## config.mk

```make
export PLATFORM = sky130hd
export DESIGN_NAME = ipv4_header_rewrite_checksum_top
export DESIGN_NICKNAME = d
export VERILOG_FILES = /design/src/ihrc_pkg.sv /design/src/ipv4_header_rewrite_checksum_top.sv /design/src/ihrc_ctrl.sv /design/src/ihrc_datapath.sv
export SDC_FILE = /design/constraint.sdc
export NUM_CORES = 1
export LEC_CHECK = 0
export BUFFER_PORTS_ARGS = -buffer_cell sky130_fd_sc_hd__clkbuf_2
export CAP_MARGIN = 0
export CORE_MARGIN = 2
export CORE_UTILIZATION = 35
export CTS_CLUSTER_DIAMETER = 60
export CTS_CLUSTER_SIZE = 10
export DETAILED_ROUTE_END_ITERATION = 16
export GPL_TIMING_DRIVEN = 1
export MAX_ROUTING_LAYER = met4
export PLACE_DENSITY_LB_ADDON = 0.1
export SLEW_MARGIN = 20
export SYNTH_ARGS = -nofsm -noshare
export SYNTH_HDL_FRONTEND = slang
export SYNTH_SLANG_ARGS = --single-unit
```

## constraint.sdc

```tcl
create_clock -name clk -period 12.4 [get_ports clk]
set_input_delay 0 -clock clk [delete_from_list [all_inputs] [get_ports clk]]
set_output_delay 0 -clock clk [all_outputs]
set_load 0.02 [all_outputs]
```

## src/ihrc_pkg.sv

```systemverilog
// Shared types and constants for the IPv4 header rewrite and checksum block.
package ihrc_pkg;

    localparam logic [6:0] POS_ETYPE_HI = 7'd12;
    localparam logic [6:0] POS_ETYPE_LO = 7'd13;
    localparam logic [6:0] POS_IP_START = 7'd14;
    localparam logic [6:0] POS_TOS      = 7'd15;
    localparam logic [6:0] POS_CK_HI    = 7'd24;
    localparam logic [6:0] POS_CK_LO    = 7'd25;
    localparam logic [6:0] POS_SRC_LOW  = 7'd29;
    localparam logic [6:0] POS_MAX      = 7'd127;

    localparam logic [7:0] ETYPE_IPV4_HI = 8'h08;
    localparam logic [7:0] ETYPE_IPV4_LO = 8'h00;

    localparam logic [7:0] TOS_RESET     = 8'd7;
    localparam logic [5:0] SRC_LOW_RESET = 6'd0;

    // Configuration register indexes (paddr[2]).
    localparam logic REG_NEW_TOS = 1'b0;
    localparam logic REG_SRC_LOW = 1'b1;

    typedef enum logic
    {
        ST_RUN,
        ST_FLUSH
    } ctrl_state_t;

    typedef struct packed
    {
        logic accept;
        logic issue;
        logic pop_last;
        logic advance;
        logic clear;
    } ctrl_cmd_t;

    typedef struct packed
    {
        logic full;
        logic fill_zero;
        logic fill_one;
        logic pend_valid;
        logic out_valid;
    } dp_status_t;

endpackage

```

## src/ipv4_header_rewrite_checksum_top.sv

```systemverilog
// Top level of the IPv4 header rewrite and checksum block, with its APB register port.
//
//  Channel   Direction  Handshake               Payload
//  s_axis    in         tvalid/tready           tdata = frame_byte, tlast = frame_end
//  m_axis    out        tvalid/tready           tdata = out_byte, tlast = out_end
//  apb       in         psel/penable/pready     new_tos (0x0), source_low_octet (0x4)
//
// One byte transfer is taken per cycle while m_axis keeps up. Once DELAY_DEPTH bytes are
// held, each transfer pops the oldest byte through the single ring read port, and that byte
// passes through the ring read register and then the output register to m_axis. After the
// tlast transfer the input is held off while the held bytes drain. Reset clears the control
// state only, since a ring slot is read only after it is written. A stall on m_axis holds
// the output register and, once a popped byte waits behind it, the input.
module ipv4_header_rewrite_checksum_top
#(
    parameter int DELAY_DEPTH = 60
)
(
    input  logic        clk,
    input  logic        rst_n,
    // s_axis_tdata bits [7:0]: frame_byte
    input  logic        s_axis_tvalid,
    output logic        s_axis_tready,
    input  logic [7:0]  s_axis_tdata,
    input  logic        s_axis_tlast,
    // m_axis_tdata bits [7:0]: out_byte
    output logic        m_axis_tvalid,
    input  logic        m_axis_tready,
    output logic [7:0]  m_axis_tdata,
    output logic        m_axis_tlast,
    input  logic        psel,
    input  logic        penable,
    input  logic        pwrite,
    input  logic [2:0]  paddr,
    input  logic [31:0] pwdata,
    output logic [31:0] prdata,
    output logic        pready
);
    import ihrc_pkg::*;

    localparam int PTR_W = $clog2(DELAY_DEPTH);
    localparam int CNT_W = $clog2(DELAY_DEPTH + 1);

    logic [7:0] new_tos_reg;
    logic [5:0] src_low_reg;
    logic       cfg_write;

    ctrl_cmd_t  cmd;
    dp_status_t status;

    // The APB port never waits; a write lands at the end of the access phase.
    assign pready    = 1'b1;
    assign cfg_write = psel && penable && pwrite && pready;

    always_ff @(posedge clk or negedge rst_n)
    begin
        if (!rst_n)
        begin
            new_tos_reg <= TOS_RESET;
            src_low_reg <= SRC_LOW_RESET;
        end
        else if (cfg_write)
        begin
            unique case (paddr[2])
                REG_NEW_TOS: new_tos_reg <= pwdata[7:0];
                REG_SRC_LOW: src_low_reg <= pwdata[5:0];
                default:     new_tos_reg <= new_tos_reg;
            endcase
        end
    end

    always_comb
    begin
        unique case (paddr[2])
            REG_NEW_TOS: prdata = {24'd0, new_tos_reg};
            REG_SRC_LOW: prdata = {26'd0, src_low_reg};
            default:     prdata = '0;
        endcase
    end

    // The controller decides on every transfer; the datapath only carries them out.
    ihrc_ctrl u_ctrl
    (
        .clk       (clk),
        .rst_n     (rst_n),
        .in_valid  (s_axis_tvalid),
        .in_last   (s_axis_tlast),
        .in_ready  (s_axis_tready),
        .out_ready (m_axis_tready),
        .status    (status),
        .cmd       (cmd)
    );

    ihrc_datapath
    #(
        .DELAY_DEPTH (DELAY_DEPTH),
        .PTR_W       (PTR_W),
        .CNT_W       (CNT_W)
    )
    u_datapath
    (
        .clk              (clk),
        .rst_n            (rst_n),
        .cmd              (cmd),
        .status           (status),
        .in_byte          (s_axis_tdata),
        .new_tos          (new_tos_reg),
        .source_low_octet (src_low_reg),
        .out_ready        (m_axis_tready),
        .out_valid        (m_axis_tvalid),
        .out_byte         (m_axis_tdata),
        .out_end          (m_axis_tlast)
    );

endmodule

```

## src/ihrc_ctrl.sv

```systemverilog
// Controller state machine: input handshake, delay line reads and end-of-frame flush.
module ihrc_ctrl
(
    input  logic                clk,
    input  logic                rst_n,
    input  logic                in_valid,
    input  logic                in_last,
    output logic                in_ready,
    input  logic                out_ready,
    input  ihrc_pkg::dp_status_t status,
    output ihrc_pkg::ctrl_cmd_t  cmd
);
    import ihrc_pkg::*;

    ctrl_state_t state_reg;
    ctrl_state_t state_next;
    logic        slot_free;
    logic        can_issue;

    always_ff @(posedge clk or negedge rst_n)
    begin
        if (!rst_n)
        begin
            state_reg <= ST_RUN;
        end
        else
        begin
            state_reg <= state_next;
        end
    end

    always_comb
    begin
        state_next  = state_reg;
        cmd         = '0;
        in_ready    = 1'b0;
        slot_free   = !status.out_valid || out_ready;
        can_issue   = !status.pend_valid || slot_free;
        cmd.advance = status.pend_valid && slot_free;
        unique case (state_reg)
            ST_RUN:
            begin
                in_ready   = can_issue;
                cmd.accept = in_valid && can_issue;
                cmd.issue  = cmd.accept && status.full;
                if (cmd.accept && in_last)
                begin
                    state_next = ST_FLUSH;
                end
            end
            ST_FLUSH:
            begin
                cmd.issue    = can_issue && !status.fill_zero;
                cmd.pop_last = cmd.issue && status.fill_one;
                if (status.fill_zero && !status.pend_valid)
                begin
                    cmd.clear  = 1'b1;
                    state_next = ST_RUN;
                end
            end
            default:
            begin
                state_next = ST_RUN;
            end
        endcase
    end

endmodule

```

## src/ihrc_datapath.sv

```systemverilog
// Datapath: header rewrite, checksum accumulation, delay line ring and output register.
module ihrc_datapath
#(
    parameter int DELAY_DEPTH = 60,
    parameter int PTR_W       = 6,
    parameter int CNT_W       = 6
)
(
    input  logic                 clk,
    input  logic                 rst_n,
    input  ihrc_pkg::ctrl_cmd_t  cmd,
    output ihrc_pkg::dp_status_t status,
    input  logic [7:0]           in_byte,
    input  logic [7:0]           new_tos,
    input  logic [5:0]           source_low_octet,
    input  logic                 out_ready,
    output logic                 out_valid,
    output logic [7:0]           out_byte,
    output logic                 out_end
);
    import ihrc_pkg::*;

    localparam logic [CNT_W-1:0] DEPTH_CNT = CNT_W'(DELAY_DEPTH);
    localparam logic [PTR_W-1:0] LAST_PTR  = PTR_W'(DELAY_DEPTH - 1);
    localparam logic [CNT_W:0]   DEPTH_SUM = (CNT_W + 1)'(DELAY_DEPTH);

    logic [7:0]       mem [DELAY_DEPTH];
    logic [7:0]       rd_data_reg;

    logic [PTR_W-1:0] head_reg;
    logic [CNT_W-1:0] fill_reg;
    logic [6:0]       pos_reg;
    logic [6:0]       opos_reg;
    logic             is_ipv4_reg;
    logic [3:0]       hdr_words_reg;
    logic [21:0]      sum_reg;
    logic             pend_valid_reg;
    logic             pend_last_reg;
    logic [6:0]       pend_pos_reg;
    logic             out_valid_reg;
    logic [7:0]       out_byte_reg;
    logic             out_end_reg;

    logic [PTR_W-1:0] head_next;
    logic [CNT_W-1:0] fill_next;
    logic             is_ipv4_next;
    logic [3:0]       hdr_words_eff;
    logic [6:0]       hdr_end;
    logic [7:0]       wbyte;
    logic [21:0]      sum_next;
    logic [CNT_W:0]   wr_sum;
    logic [PTR_W-1:0] wr_ptr;
    logic             in_header;
    logic [16:0]      fold1;
    logic [16:0]      fold2;
    logic [15:0]      checksum;
    logic [7:0]       pop_byte;

    // Write slot sits fill entries past the oldest one, modulo the ring size.
    always_comb
    begin
        wr_sum = {1'b0, head_reg} + {1'b0, fill_reg};
        if (wr_sum >= DEPTH_SUM)
        begin
            wr_sum = wr_sum - DEPTH_SUM;
        end
        wr_ptr = wr_sum[PTR_W-1:0];
    end

    always_comb
    begin
        is_ipv4_next = is_ipv4_reg;
        if (pos_reg == POS_ETYPE_HI)
        begin
            is_ipv4_next = (in_byte == ETYPE_IPV4_HI);
        end
        else if (pos_reg == POS_ETYPE_LO)
        begin
            is_ipv4_next = is_ipv4_reg && (in_byte == ETYPE_IPV4_LO);
        end

        hdr_words_eff = (pos_reg == POS_IP_START) ? in_byte[3:0] : hdr_words_reg;
        hdr_end       = POS_IP_START + {1'b0, hdr_words_eff, 2'b00};

        wbyte = in_byte;
        if (is_ipv4_next && pos_reg == POS_TOS)
        begin
            wbyte = new_tos;
        end
        if (is_ipv4_next && pos_reg == POS_SRC_LOW)
        begin
            wbyte = {2'b00, source_low_octet};
        end

        in_header = is_ipv4_next && (pos_reg >= POS_IP_START) && (pos_reg < hdr_end)
                    && (pos_reg != POS_CK_HI) && (pos_reg != POS_CK_LO);
        sum_next = sum_reg;
        if (in_header)
        begin
            // Header offset parity equals the frame position parity.
            if (!pos_reg[0])
            begin
                sum_next = sum_reg + {6'd0, wbyte, 8'd0};
            end
            else
            begin
                sum_next = sum_reg + {14'd0, wbyte};
            end
        end
    end

    always_comb
    begin
        fold1    = {1'b0, sum_reg[15:0]} + {11'd0, sum_reg[21:16]};
        fold2    = {1'b0, fold1[15:0]} + {16'd0, fold1[16]};
        checksum = ~fold2[15:0];
        pop_byte = rd_data_reg;
        if (is_ipv4_reg && pend_pos_reg == POS_CK_HI)
        begin
            pop_byte = checksum[15:8];
        end
        else if (is_ipv4_reg && pend_pos_reg == POS_CK_LO)
        begin
            pop_byte = checksum[7:0];
        end
    end

    always_comb
    begin
        head_next = head_reg;
        if (cmd.issue)
        begin
            head_next = (head_reg == LAST_PTR) ? '0 : head_reg + 1'b1;
        end
        fill_next = fill_reg;
        if (cmd.accept && !cmd.issue)
        begin
            fill_next = fill_reg + 1'b1;
        end
        else if (!cmd.accept && cmd.issue)
        begin
            fill_next = fill_reg - 1'b1;
        end
    end

    // Ring memory: read-first, so a pop and a push on the same slot see the old byte.
    always_ff @(posedge clk)
    begin
        if (cmd.issue)
        begin
            rd_data_reg <= mem[head_reg];
        end
        if (cmd.accept)
        begin
            mem[wr_ptr] <= wbyte;
        end
    end

    always_ff @(posedge clk or negedge rst_n)
    begin
        if (!rst_n)
        begin
            head_reg       <= '0;
            fill_reg       <= '0;
            pos_reg        <= '0;
            opos_reg       <= '0;
            is_ipv4_reg    <= 1'b0;
            hdr_words_reg  <= '0;
            sum_reg        <= '0;
            pend_valid_reg <= 1'b0;
            out_valid_reg  <= 1'b0;
        end
        else
        begin
            if (cmd.clear)
            begin
                head_reg      <= '0;
                fill_reg      <= '0;
                pos_reg       <= '0;
                opos_reg      <= '0;
                is_ipv4_reg   <= 1'b0;
                hdr_words_reg <= '0;
                sum_reg       <= '0;
            end
            else
            begin
                head_reg <= head_next;
                fill_reg <= fill_next;
                if (cmd.accept)
                begin
                    is_ipv4_reg   <= is_ipv4_next;
                    hdr_words_reg <= (is_ipv4_next && pos_reg == POS_IP_START)
                                     ? in_byte[3:0] : hdr_words_reg;
                    sum_reg       <= sum_next;
                    pos_reg       <= (pos_reg == POS_MAX) ? POS_MAX : pos_reg + 1'b1;
                end
                if (cmd.issue)
                begin
                    opos_reg <= (opos_reg == POS_MAX) ? POS_MAX : opos_reg + 1'b1;
                end
            end

            if (cmd.issue)
            begin
                pend_valid_reg <= 1'b1;
            end
            else if (cmd.advance)
            begin
                pend_valid_reg <= 1'b0;
            end

            if (cmd.advance)
            begin
                out_valid_reg <= 1'b1;
            end
            else if (out_ready)
            begin
                out_valid_reg <= 1'b0;
            end
        end
    end

    always_ff @(posedge clk)
    begin
        if (cmd.issue)
        begin
            pend_pos_reg  <= opos_reg;
            pend_last_reg <= cmd.pop_last;
        end
        if (cmd.advance)
        begin
            out_byte_reg <= pop_byte;
            out_end_reg  <= pend_last_reg;
        end
    end

    assign status.full       = (fill_reg == DEPTH_CNT);
    assign status.fill_zero  = (fill_reg == '0);
    assign status.fill_one   = (fill_reg == CNT_W'(1));
    assign status.pend_valid = pend_valid_reg;
    assign status.out_valid  = out_valid_reg;

    assign out_valid = out_valid_reg;
    assign out_byte  = out_byte_reg;
    assign out_end   = out_end_reg;

endmodule

```

**Yosys cells after proc, flatten, opt, wreduce, memory -nomap -nowiden**

Memories as Yosys holds them, arrays and structs flattened. A register that Yosys moved wholly into a read port is not among the register bits.
Cells that the tools add are included.

- Input port bits: 51
- Flip-flop bits (word level): 87
- Memory bits (writable): 480
- Memories kept: 1
- Output and inout bits: 44
- Word-level logic and storage cells: 135

- Add/subtract/negate cells: 12
- Muxes and demuxes: 44
- $lt $le $gt $ge: 3
- Equality and inequality tests: 15
- Reduce and logical (&&, ||, !) cells: 41
- Bitwise operators: 3

Memory list:

| name | depth | width | read ports | clocked after memory_dff | wr ports | line | source |
|---|---|---|---|---|---|---|---|
| u_datapath.mem | 60 | 8 | 1 | 1 | 1 | ihrc_datapath.sv:27 | `logic [7:0] mem [DELAY_DEPTH];` |

Operators by type and width:

| cell | number |
|---|---|
| two-way mux 22 bit | 4 |
| case mux 32 bit (2 select lines) | 1 |
| two-way mux 6 bit | 7 |
| two-way mux 7 bit | 6 |
| two-way mux 8 bit | 4 |
| == test 7 x 4 -> 1 bit, second input constant | 4 |
| adder 22 x 16 -> 22 bit | 1 |
| adder 22 x 8 -> 22 bit | 1 |
| == test 7 x 5 -> 1 bit, second input constant | 3 |
| logical AND 1 bit | 21 |
| adder 16 x 6 -> 17 bit | 1 |
| adder 16 x 1 -> 16 bit | 1 |
| two-way mux 1 bit | 16 |
| two-way mux 4 bit | 4 |
| inverter 16 bit | 1 |
| adder 7 x 1 -> 7 bit, second input constant | 2 |
| == test 7 bit, second input constant | 2 |
| inequality test 7 x 5 -> 1 bit, second input constant | 2 |
| adder 6 x 1 -> 6 bit, second input constant | 2 |
| == test 6 bit, second input constant | 2 |
| nonzero test 2 bit | 6 |
| == test 8 x 4 -> 1 bit, second input constant | 1 |
| logical NOT 8 bit | 1 |
| AND reduction 2 bit | 4 |
| other kinds (14) | 21 |

**Longest topological paths before layout**

Gate-level depths: netlist (run 1).

- Word-level depth: 12
- Gate-level depth with buffers: 19

**Cells and area by module**

From an unflattened synthesis (run 1), not the netlist that was laid out.

- Cells, all modules: 1573
- Area, all modules: 25916.1 um2

Modules (own cells, without submodules):

| module | seq. area each (um2) | instances | area an instance (um2) | cells each |
|---|---|---|---|---|
| ihrc_datapath | 16540.9 | 1 | 24957.7 | 1492 |
| ipv4_header_rewrite_checksum_top | 354.1 | 1 | 834.6 | 66 |
| ihrc_ctrl | 25.0 | 1 | 123.9 | 15 |

**Worst setup path after synthesis (run 1)**

Ideal clock, no wire load.

- Path type: reg2reg
- From: register u_datapath.pos_reg[4]
- To: register u_datapath.sum_reg[17]
- Required time: 12.268 ns
- Setup time: 0.132 ns
- Period minus slack after synthesis: 5.888 ns
- Path buffers: 0
- Stages on the path, launching flop included: 16
- Path slack: 6.512 ns
- Data arrival time: 5.756 ns
- Cell sequence: dfrtp_1 > nor3_1 > o2111ai_1 > a31o_2 > nand3_1 > mux2i_1 > a21oi_1 > ha_1 > a21o_1 > a21o_1 > a2111oi_0 > o31ai_1 > nor3b_1 > o21ai_1 > xor2_1 > nor2_1

- Longest elaborated chain between the ends: 11
- Elaborated cells between the ends (all ways): 29
- Those cells by class: add/sub: 3; order compare: 2; eq/ne: 7; mux: 9; reduce/logical: 8

Ends and longest elaborated chain:

| item | line | source |
|---|---|---|
| start, declared | ihrc_datapath.sv:32 | `logic [6:0] pos_reg;` |
| start signal, assigned | ihrc_datapath.sv:195 | `pos_reg <= (pos_reg == POS_MAX) ? POS_MAX : pos_reg + 1'b1;` |
| == test 7 x 4 -> 1 bit | ihrc_datapath.sv:77 | `else if (pos_reg == POS_ETYPE_LO)` |
| two-way mux 1 bit | ihrc_datapath.sv:77 |  |
| two-way mux 1 bit | ihrc_datapath.sv:73 | `if (pos_reg == POS_ETYPE_HI)` |
| logical AND 1 bit | ihrc_datapath.sv:86 | `if (is_ipv4_next && pos_reg == POS_TOS)` |
| two-way mux 8 bit | ihrc_datapath.sv:86 |  |
| two-way mux 8 bit (*) | ihrc_datapath.sv:90 | `if (is_ipv4_next && pos_reg == POS_SRC_LOW)` |
| via u_datapath.wbyte[1] | ihrc_datapath.sv:49 | `logic [7:0] wbyte;` |
| adder 22 x 16 -> 22 bit or adder 22 x 8 -> 22 bit (tied branches) | ihrc_datapath.sv:103, ihrc_datapath.sv:107 |  |
| two-way mux 22 bit (*) | ihrc_datapath.sv:101 | `if (!pos_reg[0])` |
| two-way mux 22 bit (*) | ihrc_datapath.sv:98 | `if (in_header)` |
| two-way mux 22 bit (*) | ihrc_datapath.sv:189 | `if (cmd.accept)` |
| two-way mux 22 bit (*) | ihrc_datapath.sv:175 | `if (cmd.clear)` |
| end signal, assigned | ihrc_datapath.sv:194 | `sum_reg <= sum_next;` |
| end, declared | ihrc_datapath.sv:36 | `logic [21:0] sum_reg;` |

The timed path passes the listed nets; every way through them passes the cells marked *. The select of a mux whose other input is x is not followed.
A chain may end at the register's enable or synchronous reset.

**Worst setup path in the final report (run 1)**

- From: register u_datapath.head_reg[1]
- To: memory u_datapath.mem[47][5] (enable)

- Longest elaborated chain between the ends: 3
- Elaborated cells between the ends (all ways): 4
- Those cells by class: add/sub: 2; order compare: 1; mux: 1

Ends and longest elaborated chain:

| item | line | source |
|---|---|---|
| start, declared | ihrc_datapath.sv:30 | `logic [PTR_W-1:0] head_reg;` |
| start signal, assigned | ihrc_datapath.sv:187 | `head_reg <= head_next;` |
| adder 6 x 6 -> 7 bit (*) | ihrc_datapath.sv:62 | `wr_sum = {1'b0, head_reg} + {1'b0, fill_reg};` |
| subtractor 6 bit or greater-or-equal comparator 7 x 6 -> 1 bit (tied branches) | ihrc_datapath.sv:65, ihrc_datapath.sv:63 |  |
| two-way mux 6 bit (*) | ihrc_datapath.sv:63 | `if (wr_sum >= DEPTH_SUM)` |
| end, declared | ihrc_datapath.sv:27 |  |

Every way passes the cells marked *; elsewhere a longest branch is shown, timed or not.

==> metrics, run 1 <==
main combinational cell family by area after synthesis=multiplexers; fin util=40.0%; crit-path cells=buf_4 > ha_1 > a21o_1 > a21oi_2 > xnor2_1 > ha_1 > a22oi_1 > o31ai_4 > mux2_2 > or2_1 > nor2_1; aggregate global routing overflow=0; Simple-Gate Fraction of Synth Area=6.56%; Max VDD drop=158 uV; Ports=95; die area=75400 sq um; FP Rows=99; vias in the first global route=14278; GP Congestion=0.855; Largest register FFs=480; synth warn=0; synthesized-area fraction occupied by adder cells=2.65%; Finished Cell Area=29100 sq um; aggregate global-route resource usage=18.0%; placed insts=2511; xor/xnor share of the synthesized area=1.47%; CP peak stage delay=0.81 ns; H-Tree Depth=3; Max-Cap Viols=0; post-synthesis async set-or-reset flop share=12.2%; CP startpoint kind=register; CTS Root Cell=clkbuf_16; first-pass GRT wire length=96.1 mm; EDFF count, synth=505; DIE WIDTH=275 microns; post-DP HPWL=39.1 mm; crit path capture type=register; first-pass iteration count of the detailed router=5; unrepaired setup endpoints after global routing=no; synthesized area=25600 sq um; LEAKAGE=9.88 nW; Final Max Slew Viols=0; largest area contributor in the netlist=edfxtp_1; main flop type after synthesis=edfxtp_1; Synth Instances=1556; period utilization=48.9%; DR iter-0 viols=1291; Total Wirelength=64.7 mm; Reg area=16900 sq um; PortBufs=43; Initial Utilization=35.3%; Clock Path Buffers=3; area grow syn2layout=13.5%; initial antenna violation count=3; Avg Cell Area, Syn=16.5 sq um; # resized after CTS=0; Slowest-stage cell, CP=xnor2_1; Synth cell types=80; max_slew headroom=28.2%; post-CTS setup repair buffer count=0; P per Cell Area=216 nW/um^2; setup total negative slack=0 ns; non-filler cells, final=2623; post-synth top area share=59.1%; status=complete, no violations; Area after DPL=27000 sq um; DR WL/cell=24.7 microns; r2r worst-path depth=11; min Tclk post-route=6.06 ns; synth top area cells=edfxtp_1 59%, mux4_2 13%, dfrtp_1 6.5%; vias per std cell=5.36; area of the multi-input gates=8320 sq um; critical path peak fanout=49; CTS Sinks=575; Clock transition at path regs=0.05 ns; # nets final=1745; Worst-Margin Slew=1.08 ns; Yosys reg bits=575; clock latency on the worst-skew pair=0.60 ns; Most common cell on crit path=ha_1; Setup-failing EPs final=0; sequential area share after synthesis=66.0%; hold path cells=3; maximum clock frequency=165 MHz; fill count=6631; largest net degree at the start of global routing=85; clock skew=0.0186 ns; via total after detailed routing=14055; layout cells sized above 1=21.8%; Arr. time, crit path=6.27 ns; HP Class=in2reg; core box area=72700 sq um; DRC Markers=0; Chip Height=275 microns; post-synthesis compound-gate area fraction=5.64%; TritonCTS clock tree=yes; hold violation total from the final report=0; worst setup path class=reg2reg; Crit path required time=12.61 ns; # diodes=0; CTS buffer count=70; mux cell area share after synthesis=15.3%; total power=6.28 mW; post-route ant nets=0
[what timing repair did]
| action | 4_1_cts | 5_1_grt |
|---|---|---|
| endpoints found under the setup margin | 0 | 0 |
| endpoints found under the hold margin | 92 | 0 |
| hold buffers | 18 | 0 |
[kinds of logic (layout without fill, tap and decap cells)]
| kind of cell | after synthesis | after routing |
|---|---|---|
| flip-flops | 575 | 575 |
| AND/OR/NAND/NOR | 345 | 345 |
| AO/OA/AOI/OAI | 219 | 219 |
| multiplexers | 200 | 200 |
| buffers and inverters | 120 | 205 |
| adder cells (fa/ha/maj) | 52 | 52 |
| XOR/XNOR | 43 | 43 |
| other | 2 | 25 |
[area by class of cell]
class,instances,area share (%)
inverter,23,0.297
timing repair buffer,88,2.11
multi-input combinational,884,28.6
tap,959,4.12
clock buffer,82,6.36
sequential,575,58.2
clock inverter,12,0.323
[worst paths after layout]
kind	start	to	slack, ns
max	u_datapath.head_reg[1]	u_datapath.mem[47][5]	6.34
max reg2reg	u_datapath.head_reg[1]	u_datapath.mem[47][5]	6.34
min reg2reg	u_datapath.pend_last_reg	u_datapath.out_end	0.42
min in group asynchronous	rst_n	new_tos_reg[0]	0.47
min	pwrite	src_low_reg[4]	0.03
max in group asynchronous	rst_n	src_low_reg[2]	10.94
[placed cells by master (no fill, tap or decap), types with 6 or more instances in the layout]
cell type / synthesis / layout
mux4_2: 152 / 152
ha_1: 48 / 48
nor3_1: 28 / 23
clkbuf_1: 39 / 9
a31oi_1: 7 / 7
nand4_1: 18 / 18
mux2_2: 22 / 22
edfxtp_1: 505 / 505
o31ai_1: 8 / 8
a21oi_1: 56 / 50
a211oi_1: 7 / 7
nand2_1: 74 / 74
buf_4: 30 / 27
nand3_1: 38 / 38
o21ai_1: 6 / 6
a22o_1: 7 / 7
a21oi_4: 0 / 6
clkbuf_2: 0 / 42
inv_1: 22 / 22
nor4_1: 13 / 13
nor2_1: 111 / 109
a311oi_1: 6 / 6
xor2_1: 15 / 15
dfrtp_1: 67 / 63
nand2b_1: 7 / 7
and3_1: 13 / 13
mux2i_1: 26 / 26
clkbuf_16: 0 / 72
a21o_1: 18 / 18
xnor2_1: 28 / 28
o21ai_0: 51 / 51
conb_1: 2 / 25
dlygate4sd3_1: 0 / 18
and2_1: 6 / 6
a41oi_1: 6 / 6
[cell usage after synthesis (6+ instances only)]
| master | number |
|---|---|
| dfrtp_1 | 67 |
| a311oi_1 | 6 |
| a41oi_1 | 6 |
| and3_1 | 13 |
| o21ai_0 | 51 |
| a31oi_1 | 7 |
| mux2i_1 | 26 |
| a22o_1 | 7 |
| inv_1 | 22 |
| nor4_1 | 13 |
| mux2_2 | 22 |
| nand4_1 | 18 |
| nor2_1 | 111 |
| nand3_1 | 38 |
| nor3_1 | 28 |
| buf_1 | 6 |
| nand2_1 | 74 |
| buf_4 | 30 |
| a211oi_1 | 7 |
| edfxtp_1 | 505 |
| clkbuf_1 | 39 |
| a21oi_1 | 56 |
| o21ai_1 | 6 |
| buf_2 | 21 |
| xor2_1 | 15 |
| xnor2_1 | 28 |
| a21o_1 | 18 |
| o31ai_1 | 8 |
| mux4_2 | 152 |
| ha_1 | 48 |
| and2_1 | 6 |
| nand2b_1 | 7 |
[per-stage QoR]
step | setup slack (ns) | hold slack (ns)
floorplan | 6.51 | -0.296
global placement | 6.44 | -0.130
detailed placement | 6.35 | -0.129
CTS | 6.33 | 0.0123
global route | 5.94 | 0.0339
finish | 6.34 | 0.0345
[where the power goes]
part	leakage [nW]	total, mW	internal (mW)	switching (mW)
Combinational	3.49	2.03	0.815	1.21
Sequential	5.44	2.43	2.26	0.168
Clock	0.954	1.82	1.05	0.773
Total	9.88	6.28	4.13	2.16
[worst max-delay path, delay by kind of cell, from the launching register on]
family | cells | cell delay [ns]
AOI/OAI and AO/OA | 4 | 0.99
DFF | 1 | 0.79
buffers and inverters | 1 | 0.73
and+or+nand+nor | 2 | 1.06
xor gates and xnor gates | 1 | 0.81
muxes | 1 | 0.54
adders and majority gates | 2 | 0.73
[metal layers]
| metal | wire length (microns) | vias up | global-route usage (%) |
|---|---|---|---|
| li1 | - | 6339 | - |
| met1 | 29200 | 7335 | 23.6 |
| met2 | 31200 | 272 | 28.6 |
| met3 | 2290 | 109 | 2.79 |
| met4 | 2050 | 0 | 6.34 |
| met5 | 0 | - | - |
No activity file was read; power rests on OpenSTA's default activity.
==> run 2, diff against run 1 <==
- clock period: 12.4 -> 5.16 ns (I/O delays scaled with it)
==> run 2 against run 1 <==
Compared with the run above:
- die area did not move
- highest routed layer unchanged
- largest power group unchanged
- global-route usage fell by 0.39 points
- setup slack got worse by 5.7 ns
- critical path type unchanged
==> metrics, run 2 (synthesized netlist as in run 1, its figures left out) <==
Clock transition at path regs=0.06 ns; post-DP HPWL=41.3 mm; logic gate share of total power=32.7%; area grow syn2layout=15.1%; die area=75400 sq um; CTS buffer count=73; P_sw=5.16 mW; commonest non-fill, non-tap cell in the layout=edfxtp_1; crit path capture type=register; DRC Markers=0; via total after detailed routing=14233; met1 WL=29.0 mm; HP Class=in2reg; clock skew=0.0326 ns; area of the multi-input gates=8300 sq um; status=complete, no violations; Sw Ratio=33.7%; Clk pwr share=30.2%; FP Rows=99; largest net degree at the start of global routing=71; pre-CTS WS=0.598 ns; hold violation total from the final report=0; LEAKAGE=10.1 nW; fill count=6607; GP Congestion=0.810; Final Max Slew Viols=0; setup total negative slack=0 ns; Arr. time, crit path=5.03 ns; CTS Sinks=575; Reg area=16900 sq um; Crit path required time=5.65 ns; # diodes=0; met2 WL=29.9 mm; DIE WIDTH=275 microns; PortBufs=43; core box area=72700 sq um; clock latency on the worst-skew pair=0.62 ns; Worst-Margin Slew=1.01 ns; most frequent cells in the layout=505 x edfxtp_1, 152 x mux4_2, 109 x nor2_1; TritonCTS clock tree=yes; Max-Cap Viols=0; sequential group share of total power=37.1%; DR WL/cell=23.8 microns; initial antenna violation count=0; maximum clock frequency=220 MHz; fin util=40.6%; critical path peak fanout=29; Max VDD drop=458 uV; Pint=10.2 mW; met3 WL post-DR=2.79 mm; first-pass GRT wire length=95.5 mm; aggregate global routing overflow=0; CTS Root Cell=clkbuf_16; P per Cell Area=519 nW/um^2; vias in the first global route=14345; # nets final=1784; H-Tree Depth=3; aggregate global-route resource usage=17.6%; worst setup path class=reg2reg; Chip Height=275 microns; Ports=95; unrepaired setup endpoints after global routing=no; Largest register FFs=480; final setup margin=0.620 ns; Setup-failing EPs final=0; Initial Utilization=35.3%; Clock Path Buffers=3; min Tclk post-route=4.54 ns; layout cells sized above 1=23.6%; CP startpoint kind=register; max_slew headroom=32.3%; vias per std cell=5.33; period utilization=88.0%; post-route ant nets=0; Total Wirelength=63.5 mm; max layer used=met4; total power=15.3 mW; DR iter-0 viols=1045; first-pass iteration count of the detailed router=6
-- run 2: final timing paths --
check	from	to	slack, ns	depth (start not counted)
min in group asynchronous	rst_n	u_datapath.sum_reg[15]	0.41	3
setup / recovery	u_datapath.pos_reg[4]	u_datapath.sum_reg[20]	0.62	17
hold reg to reg	u_datapath.pend_last_reg	u_datapath.out_end	0.44	0
hold / removal	pwrite	src_low_reg[3]	0.05	3
max in group asynchronous	rst_n	u_datapath.head_reg[1]	4.13	4
setup reg to reg	u_datapath.pos_reg[4]	u_datapath.sum_reg[20]	0.62	17
-- run 2: cell type report --
type,count,area share [%]
clock buffers,87,6.44
clock inverters,17,0.695
inverters,23,0.293
multi-input cells,884,28.1
flip-flops and latches,575,57.4
well taps,959,4.07
repair buffers,124,3.01
-- run 2: through the flow --
stage	std cells	hold WS [ns]	area [sq um]
finish	2669	0.0504	29500
global route	2669	0.0574	29500
CTS	2667	0.0142	29500
detailed placement	2547	0.237	27200
global placement	2547	0.236	27200
floorplan	1579	-0.296	25700
-- run 2: power groups by stage --
stage / logic [mW] / clock network, mW / registers [mW]
floorplan: 3.61 / 0 / 5.70
global placement: 5.04 / 0 / 5.75
detailed placement: 5.08 / 0 / 5.77
CTS: 5.11 / 4.76 / 5.68
global route: 5.46 / 4.93 / 5.72
finish: 5.01 / 4.63 / 5.68
-- run 2: layer usage --
| layer | vias up | global-route usage, % |
|---|---|---|
| met5 | - | - |
| met4 | 0 | 5.38 |
| met3 | 112 | 3.41 |
| met2 | 318 | 26.8 |
| met1 | 7380 | 24.1 |
| li1 | 6423 | - |
-- run 2: timing repair --
action | CTS | global route
hold endpoints to repair | 88 | 16
buffers inserted | 0 | 0
resized for setup | 0 | 1
hold buffers | 16 | 1
endpoints found under the setup margin | 0 | 1
-- run 2: worst max-delay path: stages, from the launching register on --
cell      delay (ns)
dfrtp_1         0.45
nor3_1          0.44
nand3_1         0.18
nor2_1          0.14
a31o_2          0.16
nand3_1         0.11
buf_4           0.23
mux2i_1         0.16
a21oi_4         0.33
buf_4           0.41
ha_1            0.35
a21oi_1         0.24
o21ai_0         0.13
a21oi_1         0.18
o21bai_1        0.08
a22oi_1         0.48
o311ai_0        0.24
o41ai_1         0.10
